`config.mk`:
```
export PLATFORM = sky130hd
export DESIGN_NAME = kway_merge_dedup_by_key
export DESIGN_NICKNAME = d
export VERILOG_FILES = /design/src/kmd_pkg.sv /design/src/kmd_ram.sv /design/src/kmd_ctrl.sv /design/src/kmd_dp.sv /design/src/kway_merge_dedup_by_key.sv
export SDC_FILE = /design/constraint.sdc
export NUM_CORES = 2
export LEC_CHECK = 0
export BUFFER_PORTS_ARGS = -buffer_cell sky130_fd_sc_hd__buf_2
export CAP_MARGIN = 30
export CORE_UTILIZATION = 40
export DETAILED_ROUTE_END_ITERATION = 6
export PLACE_DENSITY = 0.63
export SETUP_SLACK_MARGIN = 0.3
export SYNTH_ARGS = -nofsm -noshare
export SYNTH_HDL_FRONTEND = slang
export SYNTH_SLANG_ARGS = --single-unit
```
`constraint.sdc`:
```
create_clock -name clk -period 15.7 [get_ports clk]
set_input_delay 2.355 -clock clk [delete_from_list [all_inputs] [get_ports clk]]
set_output_delay 2.355 -clock clk [all_outputs]
set_load 0.01 [all_outputs]
```
`src/kmd_pkg.sv`:
```
package kmd_pkg;

  // Number of merge sources the hardware holds heads for
  localparam int SOURCES = 16;
  localparam int SRC_W   = $clog2(SOURCES);
  localparam int CNT_W   = $clog2(SOURCES + 1);

  // Fixed field widths
  localparam int IDX_W  = 4;
  localparam int CFG_W  = 5;
  localparam int WORD_W = 64;
  localparam int ACT_W  = 2;

  localparam logic [CFG_W-1:0] CFG_RESET = CFG_W'(16);

  // Result codes
  typedef enum logic [ACT_W-1:0] {
    ACT_EMIT = 2'd0,
    ACT_DROP = 2'd1,
    ACT_DONE = 2'd2
  } action_t;

  // Controller states
  typedef enum logic [2:0] {
    ST_IDLE,
    ST_EVAL,
    ST_SCAN,
    ST_DRAIN,
    ST_RESULT
  } state_t;

  // Controller to datapath
  typedef struct packed {
    logic accept;
    logic scan_start;
    logic scan_step;
    logic result_load;
  } cmd_t;

  // Datapath to controller
  typedef struct packed {
    logic all_held;
    logic none_left;
    logic scan_last;
    logic out_free;
  } status_t;

endpackage

```
`src/kmd_ram.sv`:
```
module kmd_ram #(
  parameter int WIDTH = 8,
  parameter int DEPTH = 16
) (
  input  logic                     clk,
  input  logic                     we,
  input  logic [$clog2(DEPTH)-1:0] waddr,
  input  logic [WIDTH-1:0]         wdata,
  input  logic                     re,
  input  logic [$clog2(DEPTH)-1:0] raddr,
  output logic [WIDTH-1:0]         rdata
);

  logic [WIDTH-1:0] mem [DEPTH];

  // One write port, one registered read port
  always_ff @(posedge clk) begin
    if (we) begin
      mem[waddr] <= wdata;
    end
    if (re) begin
      rdata <= mem[raddr];
    end
  end

endmodule

```
`src/kmd_ctrl.sv`:
```
module kmd_ctrl (
  input  logic              clk,
  input  logic              rst,
  input  logic              in_valid,
  output logic              in_ready,
  input  kmd_pkg::status_t  status,
  output kmd_pkg::cmd_t     cmd
);

  kmd_pkg::state_t state;
  kmd_pkg::state_t state_next;

  // State register
  always_ff @(posedge clk) begin
    if (rst) begin
      state <= kmd_pkg::ST_IDLE;
    end else begin
      state <= state_next;
    end
  end

  // Next state
  always_comb begin
    state_next = state;
    case (state)
      kmd_pkg::ST_IDLE: begin
        if (in_valid) begin
          state_next = kmd_pkg::ST_EVAL;
        end
      end
      kmd_pkg::ST_EVAL: begin
        if (!status.all_held) begin
          state_next = kmd_pkg::ST_IDLE;
        end else if (status.none_left) begin
          state_next = kmd_pkg::ST_RESULT;
        end else begin
          state_next = kmd_pkg::ST_SCAN;
        end
      end
      kmd_pkg::ST_SCAN: begin
        if (status.scan_last) begin
          state_next = kmd_pkg::ST_DRAIN;
        end
      end
      kmd_pkg::ST_DRAIN: begin
        state_next = kmd_pkg::ST_RESULT;
      end
      kmd_pkg::ST_RESULT: begin
        if (status.out_free) begin
          state_next = kmd_pkg::ST_IDLE;
        end
      end
      default: begin
        state_next = kmd_pkg::ST_IDLE;
      end
    endcase
  end

  // Outputs
  always_comb begin
    in_ready        = (state == kmd_pkg::ST_IDLE);
    cmd.accept      = in_valid && (state == kmd_pkg::ST_IDLE);
    cmd.scan_start  = (state == kmd_pkg::ST_EVAL);
    cmd.scan_step   = (state == kmd_pkg::ST_SCAN);
    cmd.result_load = (state == kmd_pkg::ST_RESULT) && status.out_free;
  end

endmodule

```
`src/kmd_dp.sv`:
```
module kmd_dp (
  input  logic                        clk,
  input  logic                        rst,
  input  kmd_pkg::cmd_t               cmd,
  output kmd_pkg::status_t            status,
  input  logic                        cfg_wr_en,
  input  logic [kmd_pkg::CFG_W-1:0]   cfg_wr_data,
  input  logic [kmd_pkg::IDX_W-1:0]   source_index,
  input  logic                        end_of_source,
  input  logic [kmd_pkg::WORD_W-1:0]  chain_start,
  input  logic [kmd_pkg::WORD_W-1:0]  chain_key,
  output logic                        out_valid,
  input  logic                        out_ready,
  output logic [kmd_pkg::ACT_W-1:0]   action,
  output logic [kmd_pkg::WORD_W-1:0]  out_start,
  output logic [kmd_pkg::WORD_W-1:0]  out_key,
  output logic [kmd_pkg::IDX_W-1:0]   next_source
);

  localparam int RAM_W = 2 * kmd_pkg::WORD_W;

  logic [kmd_pkg::CFG_W-1:0]   source_count;
  logic [kmd_pkg::CNT_W-1:0]   active;
  logic [kmd_pkg::SOURCES-1:0] in_use;
  logic [kmd_pkg::SOURCES-1:0] need;
  logic [kmd_pkg::SOURCES-1:0] present;
  logic [kmd_pkg::SOURCES-1:0] finished;
  logic [kmd_pkg::SRC_W-1:0]   src;
  logic                        src_ok;
  logic                        ram_we;
  logic [RAM_W-1:0]            ram_rdata;
  logic [kmd_pkg::WORD_W-1:0]  rd_key;
  logic [kmd_pkg::WORD_W-1:0]  rd_start;
  logic [kmd_pkg::SRC_W-1:0]   scan_idx;
  logic [kmd_pkg::SRC_W-1:0]   rd_idx;
  logic                        rd_pend;
  logic                        found;
  logic [kmd_pkg::WORD_W-1:0]  best_key;
  logic [kmd_pkg::WORD_W-1:0]  best_start;
  logic [kmd_pkg::SRC_W-1:0]   best_idx;
  logic [kmd_pkg::WORD_W-1:0]  last_key;
  logic                        last_valid;
  logic                        is_dup;

  // Source count register
  always_ff @(posedge clk) begin
    if (rst) begin
      source_count <= kmd_pkg::CFG_RESET;
    end else if (cfg_wr_en) begin
      source_count <= cfg_wr_data;
    end
  end

  // Effective count and in-use mask
  always_comb begin
    if (int'(source_count) > kmd_pkg::SOURCES) begin
      active = kmd_pkg::CNT_W'(kmd_pkg::SOURCES);
    end else begin
      active = kmd_pkg::CNT_W'(source_count);
    end
    for (int i = 0; i < kmd_pkg::SOURCES; i++) begin
      in_use[i] = (i < int'(active));
    end
  end

  // Incoming transaction qualification
  assign src    = kmd_pkg::SRC_W'(source_index);
  assign src_ok = (int'(source_index) < int'(active)) && !present[src] && !finished[src];
  assign ram_we = cmd.accept && src_ok && !end_of_source;

  // Merge readiness
  assign need             = in_use & ~finished;
  assign status.all_held  = ((need & ~present) == '0);
  assign status.none_left = (need == '0);
  assign status.scan_last = (scan_idx == kmd_pkg::SRC_W'(active - kmd_pkg::CNT_W'(1)));
  assign status.out_free  = !out_valid || out_ready;

  // Per-source head and end flags
  always_ff @(posedge clk) begin
    if (rst) begin
      present  <= '0;
      finished <= '0;
    end else begin
      if (cmd.accept && src_ok) begin
        if (end_of_source) begin
          finished[src] <= 1'b1;
        end else begin
          present[src] <= 1'b1;
        end
      end
      if (cmd.result_load && found) begin
        present[best_idx] <= 1'b0;
      end
    end
  end

  // Head record store, {start, key} per source
  kmd_ram #(
    .WIDTH (RAM_W),
    .DEPTH (kmd_pkg::SOURCES)
  ) u_head_ram (
    .clk   (clk),
    .we    (ram_we),
    .waddr (src),
    .wdata ({chain_start, chain_key}),
    .re    (cmd.scan_step),
    .raddr (scan_idx),
    .rdata (ram_rdata)
  );

  assign rd_start = ram_rdata[RAM_W-1:kmd_pkg::WORD_W];
  assign rd_key   = ram_rdata[kmd_pkg::WORD_W-1:0];

  // Scan sequencer: one head read per cycle
  always_ff @(posedge clk) begin
    if (rst) begin
      scan_idx <= '0;
      rd_pend  <= 1'b0;
    end else if (cmd.scan_start) begin
      scan_idx <= '0;
      rd_pend  <= 1'b0;
    end else if (cmd.scan_step) begin
      scan_idx <= scan_idx + kmd_pkg::SRC_W'(1);
      rd_pend  <= 1'b1;
    end else begin
      rd_pend  <= 1'b0;
    end
  end

  always_ff @(posedge clk) begin
    if (cmd.scan_step) begin
      rd_idx <= scan_idx;
    end
  end

  // Running minimum; strict compare keeps the lowest index on ties
  always_ff @(posedge clk) begin
    if (rst) begin
      found <= 1'b0;
    end else if (cmd.scan_start) begin
      found <= 1'b0;
    end else if (rd_pend && present[rd_idx] && (!found || rd_key < best_key)) begin
      found <= 1'b1;
    end
  end

  always_ff @(posedge clk) begin
    if (rd_pend && present[rd_idx] && (!found || rd_key < best_key)) begin
      best_key   <= rd_key;
      best_start <= rd_start;
      best_idx   <= rd_idx;
    end
  end

  assign is_dup = last_valid && (best_key == last_key);

  // Last emitted key
  always_ff @(posedge clk) begin
    if (rst) begin
      last_key   <= '0;
      last_valid <= 1'b0;
    end else if (cmd.result_load && found && !is_dup) begin
      last_key   <= best_key;
      last_valid <= 1'b1;
    end
  end

  // Output register
  always_ff @(posedge clk) begin
    if (rst) begin
      out_valid <= 1'b0;
    end else if (cmd.result_load) begin
      out_valid <= 1'b1;
    end else if (out_ready) begin
      out_valid <= 1'b0;
    end
  end

  always_ff @(posedge clk) begin
    if (cmd.result_load) begin
      if (found) begin
        action      <= is_dup ? kmd_pkg::ACT_DROP : kmd_pkg::ACT_EMIT;
        out_start   <= best_start;
        out_key     <= best_key;
        next_source <= kmd_pkg::IDX_W'(best_idx);
      end else begin
        action      <= kmd_pkg::ACT_DONE;
        out_start   <= '0;
        out_key     <= '0;
        next_source <= '0;
      end
    end
  end

endmodule

```
`src/kway_merge_dedup_by_key.sv`:
```
// K-way merge with duplicate-key removal. Each transaction on the input delivers
// either the next record of a source or an end marker for it. Once every unfinished
// source in use holds a head record, the block scans the head store (one entry per
// cycle from the head RAM read port) for the smallest key, lowest source on ties,
// and returns that record as emitted or as a dropped duplicate of the last emitted
// key, with next_source naming the source to feed next; when all sources in use
// have ended it returns a done result. A transaction that completes no merge returns
// from EVAL to IDLE; one that ends all sources goes from EVAL to RESULT; one that
// triggers a merge passes through SCAN over the N effective sources, DRAIN and RESULT.
// The output register lets a result wait while the next transaction is accepted.
module kway_merge_dedup_by_key (
  input  logic                        clk,
  input  logic                        rst,
  input  logic                        cfg_wr_en,
  input  logic [kmd_pkg::CFG_W-1:0]   cfg_wr_data,
  input  logic                        in_valid,
  output logic                        in_ready,
  input  logic [kmd_pkg::IDX_W-1:0]   source_index,
  input  logic                        end_of_source,
  input  logic [kmd_pkg::WORD_W-1:0]  chain_start,
  input  logic [kmd_pkg::WORD_W-1:0]  chain_key,
  output logic                        out_valid,
  input  logic                        out_ready,
  output logic [kmd_pkg::ACT_W-1:0]   action,
  output logic [kmd_pkg::WORD_W-1:0]  out_start,
  output logic [kmd_pkg::WORD_W-1:0]  out_key,
  output logic [kmd_pkg::IDX_W-1:0]   next_source
);

  kmd_pkg::cmd_t    cmd;
  kmd_pkg::status_t status;

  // Sequencer
  kmd_ctrl u_ctrl (
    .clk      (clk),
    .rst      (rst),
    .in_valid (in_valid),
    .in_ready (in_ready),
    .status   (status),
    .cmd      (cmd)
  );

  // Head store, scan and result path
  kmd_dp u_dp (
    .clk           (clk),
    .rst           (rst),
    .cmd           (cmd),
    .status        (status),
    .cfg_wr_en     (cfg_wr_en),
    .cfg_wr_data   (cfg_wr_data),
    .source_index  (source_index),
    .end_of_source (end_of_source),
    .chain_start   (chain_start),
    .chain_key     (chain_key),
    .out_valid     (out_valid),
    .out_ready     (out_ready),
    .action        (action),
    .out_start     (out_start),
    .out_key       (out_key),
    .next_source   (next_source)
  );

endmodule

```
## Word-level counts from Yosys, hierarchy flattened

Memory sizes are Yosys's and may differ from the RTL's. A register that Yosys moved wholly into a read port is not among the register bits.
Cells that the tools add are included.

- Eq/ne operators: 9
- Reduce and logical (&&, ||, !) cells: 28
- $lt $le $gt $ge: 24
- Muxes and demuxes: 27
- Bitwise operators: 8
- Add/sub/neg operators: 2

Operator list:

| cell | number |
|---|---|
| 64-bit equality test | 1 |
| 64-bit < comparator | 1 |
| 16-bit 2-to-1 mux | 4 |
| 16-bit AND | 3 |
| 16-bit NOT | 3 |
| 4-bit by 5-bit < comparator with 1-bit output, first input constant | 8 |
| 16-bit logical NOT | 2 |
| 16-bit OR | 2 |
| 3-bit by 5-bit < comparator with 1-bit output, first input constant | 4 |
| 4-bit by 5-bit < comparator with 1-bit output, second input constant | 3 |
| 3-bit 2-to-1 mux | 5 |
| 3-bit one-hot mux with 5 select lines | 1 |
| 1-bit logical AND | 13 |
| 1-bit binary-select mux with 4-bit select | 3 |
| 1-bit 2-to-1 mux | 11 |
| 1-bit by 5-bit < comparator with 1-bit output, first input constant | 2 |
| 2-bit by 5-bit < comparator with 1-bit output, first input constant | 2 |
| 1-bit demux with 4-bit select | 2 |
| 4-bit by 1-bit >= comparator with 1-bit output, second input constant | 2 |
| 3-bit by 2-bit equality test with 1-bit output, second input constant | 2 |
| 1-bit logical NOT | 6 |
| 5-bit > comparator, second input constant | 1 |
| 4-bit by 5-bit < comparator with 1-bit output | 1 |
| 5-bit 2-to-1 mux | 1 |
| other kinds (13) | 15 |

- Memories kept: 1
- Bits of input ports: 143
- Register bits after elaboration: 382
- Word-level logic and storage cells: 117
- Bits in writable memories: 2048

Memory list:

| name | depth | bits a word | rd ports | clocked after Yosys merged registers in | write ports | line | text |
|---|---|---|---|---|---|---|---|
| u_dp.u_head_ram.mem | 16 | 128 | 1 | 1 | 1 | kmd_ram.sv:14 | `logic [WIDTH-1:0] mem [DEPTH];` |

## Logic depth before layout (Yosys ltp)

- Depth after elaboration: 10
- Mapped depth: 10
- Mapped depth without buffers: 8

## Modules after synthesis

A second synthesis with hierarchy kept.

- Cell total of the unflattened synthesis: 4893
- Area total of the unflattened synthesis: 98961.2 µm²

By module, submodules not included:

| module | instances | cells an instance | area an instance (µm²) | sequential area each (µm²) |
|---|---|---|---|---|
| kmd_ram | 1 | 3365 | 80612.3 | 65342.7 |
| kmd_dp | 1 | 1510 | 18174.9 | 10289.9 |
| kmd_ctrl | 1 | 18 | 173.9 | 60.1 |

## Least setup slack after synthesis

No wires, ideal clock.

- Path kind: in2reg
- Start: input port source_index[1] in the netlist's numbering
- End: memory u_dp.u_head_ram.mem[15][0] in the netlist's numbering, enable pin
- Slack: 2.806 ns
- Buffers on the path: 1
- Setup time: 0.772 ns
- Stages on the path: 7
- Arrival: 12.122 ns
- Path through: ha_1 > o31a_1 > o21a_1 > o21ai_0 > a21oi_1 > clkbuf_1 > nor3_1

- Word-level cells in the longest chain between the ends: 9
- Elaborated cells on any way between the ends: 13
- Classes of those cells: 1 x order compare; 6 x mux; 6 x reduce/logical

RTL lines:

| what | line | text |
|---|---|---|
| start: declaration | kway_merge_dedup_by_key.sv:18 | `input logic [kmd_pkg::IDX_W-1:0] source_index,` |
| 1-bit binary-select mux with 4-bit select | kmd_dp.sv:68 | `assign src_ok = (int'(source_index) < int'(active)) && !present[src] && !finished[src];` |
| 1-bit 2-to-1 mux (not written as such) | kmd_dp.sv:68 |  |
| 1-bit logical NOT | kmd_dp.sv:68 |  |
| 1-bit logical AND (2 in series) | kmd_dp.sv:68 |  |
| 1-bit logical AND (2 in series) | kmd_dp.sv:69 | `assign ram_we = cmd.accept && src_ok && !end_of_source;` |
| 1-bit 2-to-1 mux | kmd_ram.sv:18 | `if (we) begin` |
| 1-bit 2-to-1 mux (not written as such) | kmd_ram.sv:19 | `mem[waddr] <= wdata;` |
| end: declaration | kmd_ram.sv:14 |  |

Several ways; a longest one is shown, not always the timed one. The select of a mux whose other input is x is not followed.

## Final worst setup path

- Start: input port source_index[1] in the netlist's numbering
- End: memory u_dp.u_head_ram.mem[2][77] in the netlist's numbering, enable pin

Same word-level chain as after synthesis.

==> reports/results.ini <==
[synthesis]
yosysTopAreaCell = edfxtp_1
synthArstFlopShare = 0
yosys.cell_types.count = 63
yosys_warnings = 0
seq_area_frac_synth = 0.774
ys.flop_type = edfxtp_1
synthTopCellsByArea = edfxtp_1 (75%), mux4_2 (15%), dfxtp_1 (2.3%)
synth_nets = 4659
postSynthCellCount = 4448
synth_area_per_cell_um2 = 22.0
synth-edff-count = 2446
synth-seq-cells = 2558
netlist_area_um2 = 97800
yosysTopAreaCellShare = 0.751

[critical_path]
required_ns = 16.19
cp_common_cell = buf_4
end_kind = flop
ff2ff_path_depth = 11
crit_chain = buf_2 > ha_1 > o31a_1 > o21a_1 > o21ai_0 > a21oi_2 > buf_4 > nor2_4 > buf_4 > buf_4 > buf_4
start_kind = primary input
critPathMaxFanout = 48
cp.buffers_inverters = 5
path_delay_family = buffers and inverters
cpMaxStageDelayCell = buf_4
path_depth = 11
slowest_delay_ns = 0.87
worst-setup-path-type = in -> reg
worstPathArrival_ns = 6.39

[routing]
viasPerCell = 5.55
routed_wl_mm = 232
drt_iter0_drc = 4243
final_antenna_net_count = 0
via_count = 46000
first_pass_iters = 5
drt-wirelength-per-cell_um = 27.9
drc = 0

[global_route]
grt.met3_usage = 0.0360
grt_pass1_vias = 47300
grt_use_total = 0.188
antenna_found_initial = 77
grt_max_degree = 163
grt_pass1_wl_mm = 335
grtUsageMet1 = 0.256
grt_overflow = 0
met2_usage = 0.309
busiest_layer = met2

[power_and_ir_drop]
powerDensity_nw_per_um2 = 123
p_leak_nw = 34.4
peakVddDrop_mv = 0.0832
power_mw = 13.8

[clocking]
post_cts_resized = 0
clock-sinks = 2558
cts_buffers = 280
cts_setup_buffers = 0
h-tree-depth = 5
clockRootBuffer = clkbuf_16
hold_buffers = 0
cts_tree = built
clk_latency_ns = 0.92
cts_buffer_depth = 4
clk_pin_slew_ns = 0.06

[cells_and_area]
final_nets = 5095
drive_above_1_share = 0.291
final_common_cell = edfxtp_1
fillers = 19900
final_util = 0.461
mostFrequentLayoutCells = edfxtp_1 (2,446), mux4_2 (643), clkbuf_16 (285), buf_2 (278), nand2_1 (162)
layout.cells.non_filler = 8297
syn2layout_area_growth_pct = 14.5
finish.instance_area_um2 = 112000

[timing]
fin_crit_ns = 5.90
period_share = 0.376
fmax_mhz = 169
drv_slew = 0
worst_pin_slew_ns = 1.14
rsz0062_at_grt = false
report.final.setup_viol = 0
fin_setup_tns_ns = 0
finalHoldViolCount = 0
relSlewSlack = 0.242
skew_ns = 0.0806

[place]
place_area_um2 = 103000
dp_cells = 7796
dpl.hpwl_mm = 131
io_buffer_count = 278
globalplace.congestion = 0.835

[worst_hold_path]
hold_class = reg -> reg
min_path_cells = 0

[floorplan]
core_area_um2 = 243000
die_y_um = 496
rows = 181
die_x_um = 496
io_pins = 279
initial_core_util = 0.402
die_area_um2 = 246000

[status]
status = finished clean

[flow_run]
timing.max_cap.violations = 0

-- final timing paths --
path | start | end | slack [ns]
max | source_index[1] | u_dp.u_head_ram.mem[2][77] | 9.80
min | u_dp.u_head_ram.rdata[76] | u_dp.best_start[12] | 0.41
max reg2reg | u_dp.source_count[1] | u_dp.u_head_ram.mem[2][77] | 10.67
min reg2reg | u_dp.u_head_ram.rdata[76] | u_dp.best_start[12] | 0.41
-- worst reg2reg max path, stage by stage, from the launching register on --
cell and delay [ns]:
dfxtp_1 0.67, nand2_1 0.19, ha_1 0.31, o31a_1 0.10, o21a_1 0.19, o21ai_0 0.25
a21oi_2 0.09, buf_4 0.24, nor2_4 0.14, buf_4 0.63, buf_4 0.86, buf_4 0.88
-- report_power, final --
group / internal (mW) / switching (mW) / total, mW
clock network: 3.58 / 2.56 / 6.15
registers: 7.48 / 0.00917 / 7.49
logic: 0.0333 / 0.127 / 0.160
-- state kept, by name (all words and copies together) (netlist names), 2 cells and up --
signal and flops:
u_dp.u_head_ram.mem 2048, u_dp.u_head_ram.rdata 128, u_dp.best_key 64, u_dp.best_start 64
u_dp.last_key 64, u_dp.out_key 64, u_dp.out_start 64, u_dp.finished 16
u_dp.present 16, u_dp.source_count 5, u_dp.best_idx 4, u_dp.next_source 4
u_dp.rd_idx 4, u_dp.scan_idx 4, u_ctrl.state 3, u_dp.action 2
-- metrics by stage --
step                      hold slack (ns)  setup WS [ns]
after floorplan                     0.400           2.81
after global placement              0.404           8.79
after detailed placement            0.405           8.86
after CTS                           0.412           9.80
after global routing                0.423           9.67
final                               0.407           9.80
-- cell type report --
type,count,area [um2],area share
clock inverters,148,1140,0.0102
diodes,16,40.0,0.000358
repair buffers,372,2600,0.0232
well taps,3202,4010,0.0358
clock buffers,329,7300,0.0652
multi-input cells,1530,20700,0.184
flip-flops and latches,2558,75700,0.676
inverters,142,533,0.00476
-- cells by family (layout without fill, tap and decap cells) --
logic type      Yosys count  count (layout)  share of synthesized area
flops                  2558            2558                      0.774
mux                     651             651                      0.149
simple gates            499             499                     0.0241
buf+inv                 360             991                     0.0162
compound gates          257             257                     0.0230
fa+ha+maj                68              68                    0.00870
xor+xnor                 55              55                    0.00493
other cells               0              16                          0
-- metal layers --
metal | part of all wire | routed length, um
met1 | 0.42 | 97000
met2 | 0.49 | 114000
met3 | 0.060 | 13900
met4 | 0.026 | 6020
met5 | 0.0014 | 329
-- cells in the mapped netlist (5+ instances only) --
cell type and count:
o22ai_1 14, xnor2_1 52, inv_1 141, a21oi_1 44, nor2_1 131, nand2b_1 13
o2111ai_1 5, mux4_2 643, a21o_1 10, nand2_1 162, o211ai_1 6, o21ai_0 25
ha_1 68, and2_1 72, a41oi_1 19, a31oi_1 6, buf_6 18, nor3_1 25
dfxtp_1 112, nand4_1 33, nand3_1 19, clkbuf_1 104, a211oi_1 23, mux2i_1 8
o21a_1 9, o221ai_2 60, nor4_1 7, buf_1 22, edfxtp_1 2446, or3_1 6
o221ai_1 8, nor2b_1 13, buf_2 70
No activity file was read; power rests on OpenSTA's default activity.
